### src/hdl/swc_pkg.sv
// swc_pkg: shared types and constants for the steering window convergence block
// holds the request and result structs, history geometry and register codes
// no dependencies
`timescale 1ns / 1ps
`default_nettype none

package swc_pkg;

  // history geometry
  localparam int unsigned HistoryDepth = 64;
  localparam int unsigned IdxW         = $clog2(HistoryDepth);
  localparam int unsigned CntW         = $clog2(HistoryDepth + 1);

  // field widths
  localparam int unsigned AngleW = 16;
  localparam int unsigned TimeW  = 32;
  localparam int unsigned ThrW   = 16;
  localparam int unsigned EcntW  = 7;
  localparam int unsigned CfgW   = 32;

  // configuration register indexes
  localparam logic RegWindowUs  = 1'b0;
  localparam logic RegSpreadThr = 1'b1;

  // configuration reset values
  localparam logic [TimeW-1:0] WindowUsRst  = 32'd1000000;
  localparam logic [ThrW-1:0]  SpreadThrRst = 16'd410;

  typedef struct packed {
    logic                     func;
    logic signed [AngleW-1:0] steer_angle;
    logic [TimeW-1:0]         time_us;
  } in_item_t;

  typedef struct packed {
    logic              converged;
    logic              filled;
    logic [EcntW-1:0]  entry_count;
    logic [AngleW-1:0] spread;
  } out_item_t;

  // controller to datapath
  typedef struct packed {
    logic latch_item;
    logic append;
    logic set_filled;
    logic clr_filled;
    logic drop;
    logic scan_start;
    logic scan_step;
    logic load_result;
  } swc_cmd_t;

  // datapath to controller
  typedef struct packed {
    logic req_func;
    logic cnt_zero;
    logic age_ge;
    logic age_gt;
    logic scan_done;
  } swc_stat_t;

endpackage

`default_nettype wire

### src/hdl/swc_dpath.sv
// swc_dpath: history store, pointers, config registers and min/max scan datapath
// driven by swc_ctrl through swc_pkg::swc_cmd_t, reports swc_pkg::swc_stat_t
// depends on swc_pkg
`timescale 1ns / 1ps
`default_nettype none

module swc_dpath (
  input  wire logic                            clk_i,
  input  wire logic                            rst_ni,
  input  wire logic                            cfg_we_i,
  input  wire logic                            cfg_idx_i,
  input  wire logic [swc_pkg::CfgW-1:0]        cfg_wdata_i,
  input  wire swc_pkg::in_item_t               in_data_i,
  input  wire swc_pkg::swc_cmd_t               cmd_i,
  output swc_pkg::swc_stat_t                   stat_o,
  output swc_pkg::out_item_t                   out_data_o
);

  typedef struct packed {
    logic signed [swc_pkg::AngleW-1:0] angle;
    logic [swc_pkg::TimeW-1:0]         stamp;
  } entry_t;

  // circular slot of base plus offset
  function automatic logic [swc_pkg::IdxW-1:0] slot_add(
    input logic [swc_pkg::IdxW-1:0] base,
    input logic [swc_pkg::CntW-1:0] off
  );
    logic [swc_pkg::CntW:0] s;
    s = (swc_pkg::CntW+1)'(base) + (swc_pkg::CntW+1)'(off);
    if (s >= (swc_pkg::CntW+1)'(swc_pkg::HistoryDepth)) begin
      s = s - (swc_pkg::CntW+1)'(swc_pkg::HistoryDepth);
    end
    return s[swc_pkg::IdxW-1:0];
  endfunction

  entry_t                           mem [swc_pkg::HistoryDepth];
  entry_t                           rd_data_q;
  logic [swc_pkg::IdxW-1:0]         rd_addr;
  logic [swc_pkg::IdxW-1:0]         wr_addr;

  logic [swc_pkg::TimeW-1:0]        window_q;
  logic [swc_pkg::ThrW-1:0]         thr_q;

  logic signed [swc_pkg::AngleW-1:0] angle_q;
  logic [swc_pkg::TimeW-1:0]        stamp_q;

  logic [swc_pkg::IdxW-1:0]         ptr_q, ptr_d, ptr_inc;
  logic [swc_pkg::CntW-1:0]         cnt_q, cnt_d;
  logic                             filled_q, filled_d;
  logic                             full;

  logic [swc_pkg::CntW-1:0]         k_q, k_d;
  logic                             pend_q, pend_d;
  logic                             first_q, first_d;
  logic signed [swc_pkg::AngleW-1:0] lo_q, lo_d, hi_q, hi_d;
  logic [swc_pkg::AngleW:0]         diff;
  logic [swc_pkg::AngleW-1:0]       spread;
  logic [swc_pkg::TimeW-1:0]        age;

  swc_pkg::out_item_t               res_q;

  // configuration registers
  always_ff @(posedge clk_i or negedge rst_ni) begin
    if (!rst_ni) begin
      window_q <= swc_pkg::WindowUsRst;
      thr_q    <= swc_pkg::SpreadThrRst;
    end else if (cfg_we_i) begin
      unique case (cfg_idx_i)
        swc_pkg::RegWindowUs:  window_q <= cfg_wdata_i;
        swc_pkg::RegSpreadThr: thr_q    <= cfg_wdata_i[swc_pkg::ThrW-1:0];
        default: ;
      endcase
    end
  end

  // request holding register
  always_ff @(posedge clk_i) begin
    if (cmd_i.latch_item) begin
      angle_q <= in_data_i.steer_angle;
      stamp_q <= in_data_i.time_us;
    end
  end

  assign full    = (cnt_q == swc_pkg::CntW'(swc_pkg::HistoryDepth));
  assign ptr_inc = (ptr_q == swc_pkg::IdxW'(swc_pkg::HistoryDepth - 1)) ?
                   '0 : ptr_q + 1'b1;
  // when full the new sample takes the slot of the dropped oldest one
  assign wr_addr = full ? ptr_q : slot_add(ptr_q, cnt_q);
  assign rd_addr = cmd_i.scan_step ? slot_add(ptr_q, k_q) : ptr_q;

  always_comb begin
    ptr_d    = ptr_q;
    cnt_d    = cnt_q;
    filled_d = filled_q;
    if (cmd_i.append) begin
      if (full) begin
        ptr_d = ptr_inc;
      end else begin
        cnt_d = cnt_q + 1'b1;
      end
    end
    if (cmd_i.drop) begin
      ptr_d = ptr_inc;
      cnt_d = cnt_q - 1'b1;
    end
    if (cmd_i.set_filled) filled_d = 1'b1;
    if (cmd_i.clr_filled) filled_d = 1'b0;
  end

  always_ff @(posedge clk_i or negedge rst_ni) begin
    if (!rst_ni) begin
      ptr_q    <= '0;
      cnt_q    <= '0;
      filled_q <= 1'b0;
    end else begin
      ptr_q    <= ptr_d;
      cnt_q    <= cnt_d;
      filled_q <= filled_d;
    end
  end

  // history memory, one write and one registered read per cycle
  always_ff @(posedge clk_i) begin
    if (cmd_i.append) begin
      mem[wr_addr] <= '{angle: angle_q, stamp: stamp_q};
    end
    rd_data_q <= mem[rd_addr];
  end

  assign age = stamp_q - rd_data_q.stamp;

  // min/max scan, one read issued per cycle
  always_comb begin
    k_d     = k_q;
    pend_d  = pend_q;
    first_d = first_q;
    lo_d    = lo_q;
    hi_d    = hi_q;
    if (cmd_i.scan_start) begin
      k_d     = '0;
      pend_d  = 1'b0;
      first_d = 1'b1;
    end else if (cmd_i.scan_step) begin
      pend_d = (k_q < cnt_q);
      if (k_q < cnt_q) k_d = k_q + 1'b1;
      if (pend_q) begin
        first_d = 1'b0;
        if (first_q) begin
          lo_d = rd_data_q.angle;
          hi_d = rd_data_q.angle;
        end else begin
          if (rd_data_q.angle < lo_q) lo_d = rd_data_q.angle;
          if (rd_data_q.angle > hi_q) hi_d = rd_data_q.angle;
        end
      end
    end
  end

  always_ff @(posedge clk_i or negedge rst_ni) begin
    if (!rst_ni) begin
      k_q     <= '0;
      pend_q  <= 1'b0;
      first_q <= 1'b1;
    end else begin
      k_q     <= k_d;
      pend_q  <= pend_d;
      first_q <= first_d;
    end
  end

  always_ff @(posedge clk_i) begin
    lo_q <= lo_d;
    hi_q <= hi_d;
  end

  assign diff   = (swc_pkg::AngleW+1)'(hi_q) - (swc_pkg::AngleW+1)'(lo_q);
  assign spread = first_q ? '0 : diff[swc_pkg::AngleW-1:0];

  // result register
  always_ff @(posedge clk_i) begin
    if (cmd_i.load_result) begin
      res_q.converged   <= (cnt_q >= swc_pkg::CntW'(2)) && filled_q && (spread < thr_q);
      res_q.filled      <= filled_q;
      res_q.entry_count <= swc_pkg::EcntW'(cnt_q);
      res_q.spread      <= spread;
    end
  end

  assign out_data_o = res_q;

  assign stat_o.req_func  = in_data_i.func;
  assign stat_o.cnt_zero  = (cnt_q == '0);
  assign stat_o.age_ge    = (age >= window_q);
  assign stat_o.age_gt    = (age > window_q);
  assign stat_o.scan_done = (k_q == cnt_q) && !pend_q;

endmodule

`default_nettype wire

### src/hdl/swc_ctrl.sv
// swc_ctrl: sequencing state machine for record, eviction, scan and result hand-off
// talks to swc_dpath only through swc_pkg::swc_cmd_t and swc_pkg::swc_stat_t
// depends on swc_pkg
`timescale 1ns / 1ps
`default_nettype none

module swc_ctrl (
  input  wire logic               clk_i,
  input  wire logic               rst_ni,
  input  wire logic               in_valid_i,
  output logic                    in_ready_o,
  output logic                    out_valid_o,
  input  wire logic               out_ready_i,
  input  wire swc_pkg::swc_stat_t stat_i,
  output swc_pkg::swc_cmd_t       cmd_o
);

  localparam logic [2:0] StIdle   = 3'd0;
  localparam logic [2:0] StAppend = 3'd1;
  localparam logic [2:0] StFtRd   = 3'd2;
  localparam logic [2:0] StFtChk  = 3'd3;
  localparam logic [2:0] StEvRd   = 3'd4;
  localparam logic [2:0] StEvChk  = 3'd5;
  localparam logic [2:0] StScInit = 3'd6;
  localparam logic [2:0] StScan   = 3'd7;

  logic [2:0] state_q, state_d;
  logic       out_valid_q, out_valid_d;
  logic       accept;

  assign in_ready_o = (state_q == StIdle);
  assign accept     = in_valid_i && in_ready_o;

  always_comb begin
    state_d = state_q;
    cmd_o   = '0;
    unique case (state_q)
      StIdle: begin
        if (accept) begin
          cmd_o.latch_item = 1'b1;
          state_d = stat_i.req_func ? StAppend : StScInit;
        end
      end
      StAppend: begin
        cmd_o.append = 1'b1;
        if (stat_i.cnt_zero) begin
          cmd_o.clr_filled = 1'b1;
          state_d = StScInit;
        end else begin
          state_d = StFtRd;
        end
      end
      StFtRd: state_d = StFtChk;
      StFtChk: begin
        if (!stat_i.age_ge) begin
          cmd_o.clr_filled = 1'b1;
          state_d = StScInit;
        end else begin
          cmd_o.set_filled = 1'b1;
          if (stat_i.age_gt) begin
            cmd_o.drop = 1'b1;
            state_d = StEvRd;
          end else begin
            state_d = StScInit;
          end
        end
      end
      StEvRd: state_d = StEvChk;
      StEvChk: begin
        if (!stat_i.cnt_zero && stat_i.age_gt) begin
          cmd_o.drop = 1'b1;
          state_d = StEvRd;
        end else begin
          state_d = StScInit;
        end
      end
      StScInit: begin
        cmd_o.scan_start = 1'b1;
        state_d = StScan;
      end
      StScan: begin
        cmd_o.scan_step = 1'b1;
        if (stat_i.scan_done && (!out_valid_q || out_ready_i)) begin
          cmd_o.load_result = 1'b1;
          state_d = StIdle;
        end
      end
      default: state_d = StIdle;
    endcase
  end

  always_comb begin
    out_valid_d = out_valid_q;
    if (out_ready_i) out_valid_d = 1'b0;
    if (cmd_o.load_result) out_valid_d = 1'b1;
  end

  always_ff @(posedge clk_i or negedge rst_ni) begin
    if (!rst_ni) begin
      state_q     <= StIdle;
      out_valid_q <= 1'b0;
    end else begin
      state_q     <= state_d;
      out_valid_q <= out_valid_d;
    end
  end

  assign out_valid_o = out_valid_q;

endmodule

`default_nettype wire

### src/hdl/steer_window_convergence.sv
// sequence: a query only scans the history; a recording request appends and, if the
// history held entries, tests the oldest age and evicts expired entries from the front
// before the scan; throughput: one request at a time, the next taken only once the result
// is loaded, and the load waits while an earlier result is stalled at the output
// reset: async active low, history empty, filled clear, registers at defaults;
// the history memory itself is not cleared
`timescale 1ns / 1ps
`default_nettype none

module steer_window_convergence (
  input  wire logic                     clk_i,
  input  wire logic                     rst_ni,
  // configuration write port
  input  wire logic                     cfg_we_i,
  input  wire logic                     cfg_idx_i,
  input  wire logic [swc_pkg::CfgW-1:0] cfg_wdata_i,
  // request channel
  input  wire logic                     in_valid_i,
  output logic                          in_ready_o,
  input  wire swc_pkg::in_item_t        in_data_i,
  // result channel
  output logic                          out_valid_o,
  input  wire logic                     out_ready_i,
  output swc_pkg::out_item_t            out_data_o
);

  // command and status between sequencer and datapath
  swc_pkg::swc_cmd_t  cmd;
  swc_pkg::swc_stat_t stat;

  // sequencer: record, age test, front eviction, scan, result hand-off;
  // takes a new request while the previous result still waits in the
  // output register
  swc_ctrl u_ctrl (
    .clk_i       (clk_i),
    .rst_ni      (rst_ni),
    .in_valid_i  (in_valid_i),
    .in_ready_o  (in_ready_o),
    .out_valid_o (out_valid_o),
    .out_ready_i (out_ready_i),
    .stat_i      (stat),
    .cmd_o       (cmd)
  );

  // datapath: circular history memory, oldest pointer and count,
  // window and threshold registers, min/max accumulator, result register
  swc_dpath u_dpath (
    .clk_i       (clk_i),
    .rst_ni      (rst_ni),
    .cfg_we_i    (cfg_we_i),
    .cfg_idx_i   (cfg_idx_i),
    .cfg_wdata_i (cfg_wdata_i),
    .in_data_i   (in_data_i),
    .cmd_i       (cmd),
    .stat_o      (stat),
    .out_data_o  (out_data_o)
  );

endmodule

`default_nettype wire

### config.mk
export PLATFORM = sky130hd
export DESIGN_NAME = steer_window_convergence
export DESIGN_NICKNAME = d
export VERILOG_FILES = /design/src/hdl/swc_pkg.sv /design/src/hdl/swc_dpath.sv /design/src/hdl/swc_ctrl.sv /design/src/hdl/steer_window_convergence.sv
export SDC_FILE = /design/constraint.sdc
export NUM_CORES = 2
export LEC_CHECK = 0
export ABC_CLOCK_PERIOD_IN_PS = 11600
export BUFFER_PORTS_ARGS = -buffer_cell sky130_fd_sc_hd__buf_4
export CAP_MARGIN = 20
export CORE_MARGIN = 1.5
export CORE_UTILIZATION = 60
export CTS_BUF_LIST = sky130_fd_sc_hd__clkbuf_16
export DETAILED_ROUTE_END_ITERATION = 12
export GPL_TIMING_DRIVEN = 0
export HOLD_SLACK_MARGIN = 0.12
export PLACE_DENSITY = 0.72
export SLEW_MARGIN = 20
export SYNTH_ARGS = -nofsm -noshare
export SYNTH_HDL_FRONTEND = slang
export SYNTH_SLANG_ARGS = --single-unit
### constraint.sdc
create_clock -name clk_i -period 11.6 [get_ports clk_i]
set_input_delay 0.58 -clock clk_i [delete_from_list [all_inputs] [get_ports clk_i]]
set_output_delay 0.58 -clock clk_i [all_outputs]
set_load 0.02 [all_outputs]
==> results.yml <==
cells_and_area:
  final_core_util_pct: 70.43
  areaGrowthSynthToFinish_pct: 16.44
  final_common_cell: "edfxtp_1"
  fin_nets: 7280
  fill_cells: 12610
  layout_common_cells: "3177 x edfxtp_1, 768 x mux4_2, 351 x clkbuf_16"
  drive_gt1_share_pct: 26.36
logic_synthesis:
  syn_area_sq_um: 129900
  yosysSeqAreaShare_pct: 75.61
  syn_avg_cell_area_sq_um: 20.85
  ys_ff_latch: 3300
  synthArstFlopShare_pct: 2.273
  synthCells: 6233
  synth_fp_nets: 6473
  synth_ff_type: "edfxtp_1"
  synth_edf_count: 3177
  synth.distinct_cells: 68
  ys_warn_count: 0
global_route:
  grt_max_degree: 76
  antenna_found_initial: 33
  grt_pass1_wl_microns: 480900
  grt_pass1_vias: 67390
  overflow: 0
  grt_usage_pct: 31.13
power:
  cellLeakagePower_nw: 50.31
  internal_power_mw: 27.05
  clock_power_share_pct: 24.1
  pwr_density_cell_nw_per_um2: 285.1
  seq_power_share_pct: 31.9
  netSwitchingPower_mw: 16.09
  netSwitchingFraction_pct: 37.30
  ir_drop_mv: 0.2224
  total_power_mw: 43.14
  combPwrFrac_pct: 43.9
detailed_routing:
  met1_length_microns: 126300
  drtPass1Iterations: 6
  avgRoutedWirePerCell_microns: 33.35
  drt_iter0_drc: 9238
  postRouteWirelength_microns: 338200
  wl_met3_microns: 32990
  post-route-drc-count: 0
  viasPerCell: 6.661
  maxUsedRoutingLayer: "met5"
  dr_wl_met2_microns: 166200
  ant_nets: 0
  via_count: 67550
sta:
  setup_violations: 0
  relSlewSlack_pct: 23.27
  fmax_ghz: 0.1294
  fin_crit_sh_pct: 66.64
  tns_ns: 0
  finalMaxSlewViolations: 0
  finalHoldViolCount: 0
  worst_slew_pin_slew_ns: 1.151
  post-route-min-period_ns: 7.730
  rsz0062_at_grt: "no"
  fin_skew_ns: 0.05194
run:
  drv_cap: 0
clock_tree:
  cts_resized: 0
  cts_tree: "done"
  clkTransAtPathRegs_ns: 0.07
  cts.path.max_buffers: 4
  cts-root-buf: "clkbuf_16"
  htreeDepth: 5
  clkLatencyLatePin_ns: 0.97
  cts_sinks: 3300
  numCtsBuffers: 342
  postCtsSetupBuffers: 0
floorplanning:
  io_pins: 114
  core_area_sq_um: 214800
  row_count: 170
  die_y_microns: 468.4
  die_w_microns: 468.4
  initial_utilization_pct: 60.49
  die-area_sq_um: 219400
worst_setup_path:
  cp_top_family: "compound AO/OA/AOI/OAI gates"
  crit_required_ns: 12.43
  crit_arrival_ns: 8.56
  path_max_fanout: 23
  cp-end-kind: "flip-flop"
  critPathKind: "reg2reg"
  max_stage_delay_ns: 0.72
  slowest_stage: "nor4b_1"
  cp_num_cells: 29
  path_buf_inv: 5
  start_kind: "flip-flop"
  ff2ff_path_depth: 29
hold_path:
  hp-class: "in2reg"
  whs_path_depth: 3
placement:
  place_congestion: 0.8865
  io_buffer_count: 113
  dp_hpwl_microns: 228000
outcome:
  status: "finished, final reports clean"
==> per-stage QoR <==
stage          cell area, sq um  cells  worst slack, ns  hold WS (ns)
3_5_place_dp             139900   9449            3.898        0.4610
2_1_floorplan            129900   6233            5.706        0.2844
6_report                 151300  10140            3.870        0.1990
5_1_grt                  151300  10130            3.349        0.2185
4_1_cts                  151300  10130            3.841        0.1391
3_3_place_gp             134300   9184            2.962        0.4430
==> cells in the mapped netlist (6+ instances only) <==
master,instances,area [sq um]
edfxtp_1,3177,95400
mux4_2,768,17300
mux2i_1,206,2062
nand2_1,192,720.7
o21ai_0,167,835.8
a21oi_1,166,830.8
ha_1,148,1852
inv_1,139,521.8
nor2_1,139,521.8
clkbuf_1,136,510.5
nor2b_1,122,763.2
mux2_2,116,1306
a211oi_1,101,758.2
buf_2,87,435.4
dfrtp_1,62,1551
buf_1,49,183.9
a22oi_1,48,360.4
dfxtp_1,48,960.9
o221ai_1,48,420.4
xnor2_1,43,376.6
a21o_1,34,255.2
buf_4,33,247.7
nand3_1,23,115.1
xor2_1,19,166.4
nand4_1,16,100.1
nor3_1,14,70.07
dfstp_2,13,341.6
nand2b_1,13,81.33
o21a_1,11,82.58
o21bai_1,11,82.58
o211ai_1,6,45.04
o41ai_1,6,52.55
==> worst register-to-register path, delay by kind of cell (launching register included) <==
kind,cells,cell delay [ns]
AOI/OAI and AO/OA,11,2.42
and+or+nand+nor,8,1.92
adders and majority gates,3,1.09
buffers and inverters,5,1.06
DFF,1,0.54
xor gates and xnor gates,1,0.44
muxes,1,0.14
==> layer usage <==
metal,global-route usage (%),vias up
met5,0,-
li1,-,27400
met1,42.87,35520
met4,11.01,12
met3,6.049,694
met2,50.50,3926
==> layout make-up <==
type | instances | area, sq um | area share, %
clock inverters | 244 | 1689 | 1.116
diodes | 12 | 30.03 | 0.01985
clock buffers | 351 | 8783 | 5.805
inverters | 139 | 521.8 | 0.3448
well taps | 2838 | 3551 | 2.347
multi-input cells | 2489 | 30310 | 20.03
repair buffers | 463 | 6779 | 4.480
plain buffers | 305 | 1384 | 0.9146
flip-flops and latches | 3300 | 98260 | 64.94
==> sequential cells by signal, indices dropped and copies added (netlist names), 3 cells and up <==
register,count
u_dpath.out_data_o,25
u_dpath.angle_q,16
u_dpath.lo_q,16
u_dpath.cnt_q,7
u_dpath.ptr_q,6
u_dpath.thr_q,16
u_dpath.hi_q,16
u_ctrl.state_q,3
u_dpath.k_q,7
u_dpath.mem,3072
u_dpath.rd_data_q,48
u_dpath.window_q,32
u_dpath.stamp_q,32
==> power by group through the flow <==
stage          registers, mW  logic, mW  clock network (mW)
2_1_floorplan           14.0       11.7                   0
3_3_place_gp            14.2       17.9                   0
3_5_place_dp            14.0       18.6                   0
4_1_cts                 13.8       18.8                10.5
5_1_grt                 13.8       19.8                10.9
6_report                13.8       19.0                10.4
==> repair_timing <==
item | 4_1_cts | 5_1_grt
hold buffers | 85 | 0
endpoints found under the hold margin | 162 | 0
endpoints found under the setup margin | 0 | 0
==> logic make-up (layout without fill, tap and decap cells) <==
| family | count (synthesis) | in the layout | synth area share, % |
|---|---|---|---|
| muxes | 1090 | 1090 | 15.90 |
| adders and majority gates | 153 | 153 | 1.502 |
| xor gates and xnor gates | 62 | 62 | 0.4179 |
| buffers and inverters | 444 | 1502 | 1.462 |
| DFF | 3300 | 3300 | 75.61 |
| and+or+nand+nor | 547 | 547 | 1.985 |
| other | 0 | 12 | 0 |
| AOI/OAI and AO/OA | 637 | 637 | 3.116 |
==> final timing paths <==
kind / slack (ns) / from / endpoint
min: 0.20 / cfg_we_i / u_dpath.thr_q[0]
min reg2reg: 0.48 / u_dpath.rd_data_q[32] / u_dpath.lo_q[0]
max reg2reg: 3.87 / u_dpath.stamp_q[7] / u_dpath.cnt_q[6]
max: 3.87 / u_dpath.stamp_q[7] / u_dpath.cnt_q[6]
max in group asynchronous: 10.61 / rst_ni / u_dpath.window_q[23]
min in group asynchronous: 0.35 / rst_ni / u_dpath.thr_q[14]
No activity file was read; power rests on OpenSTA's default activity.
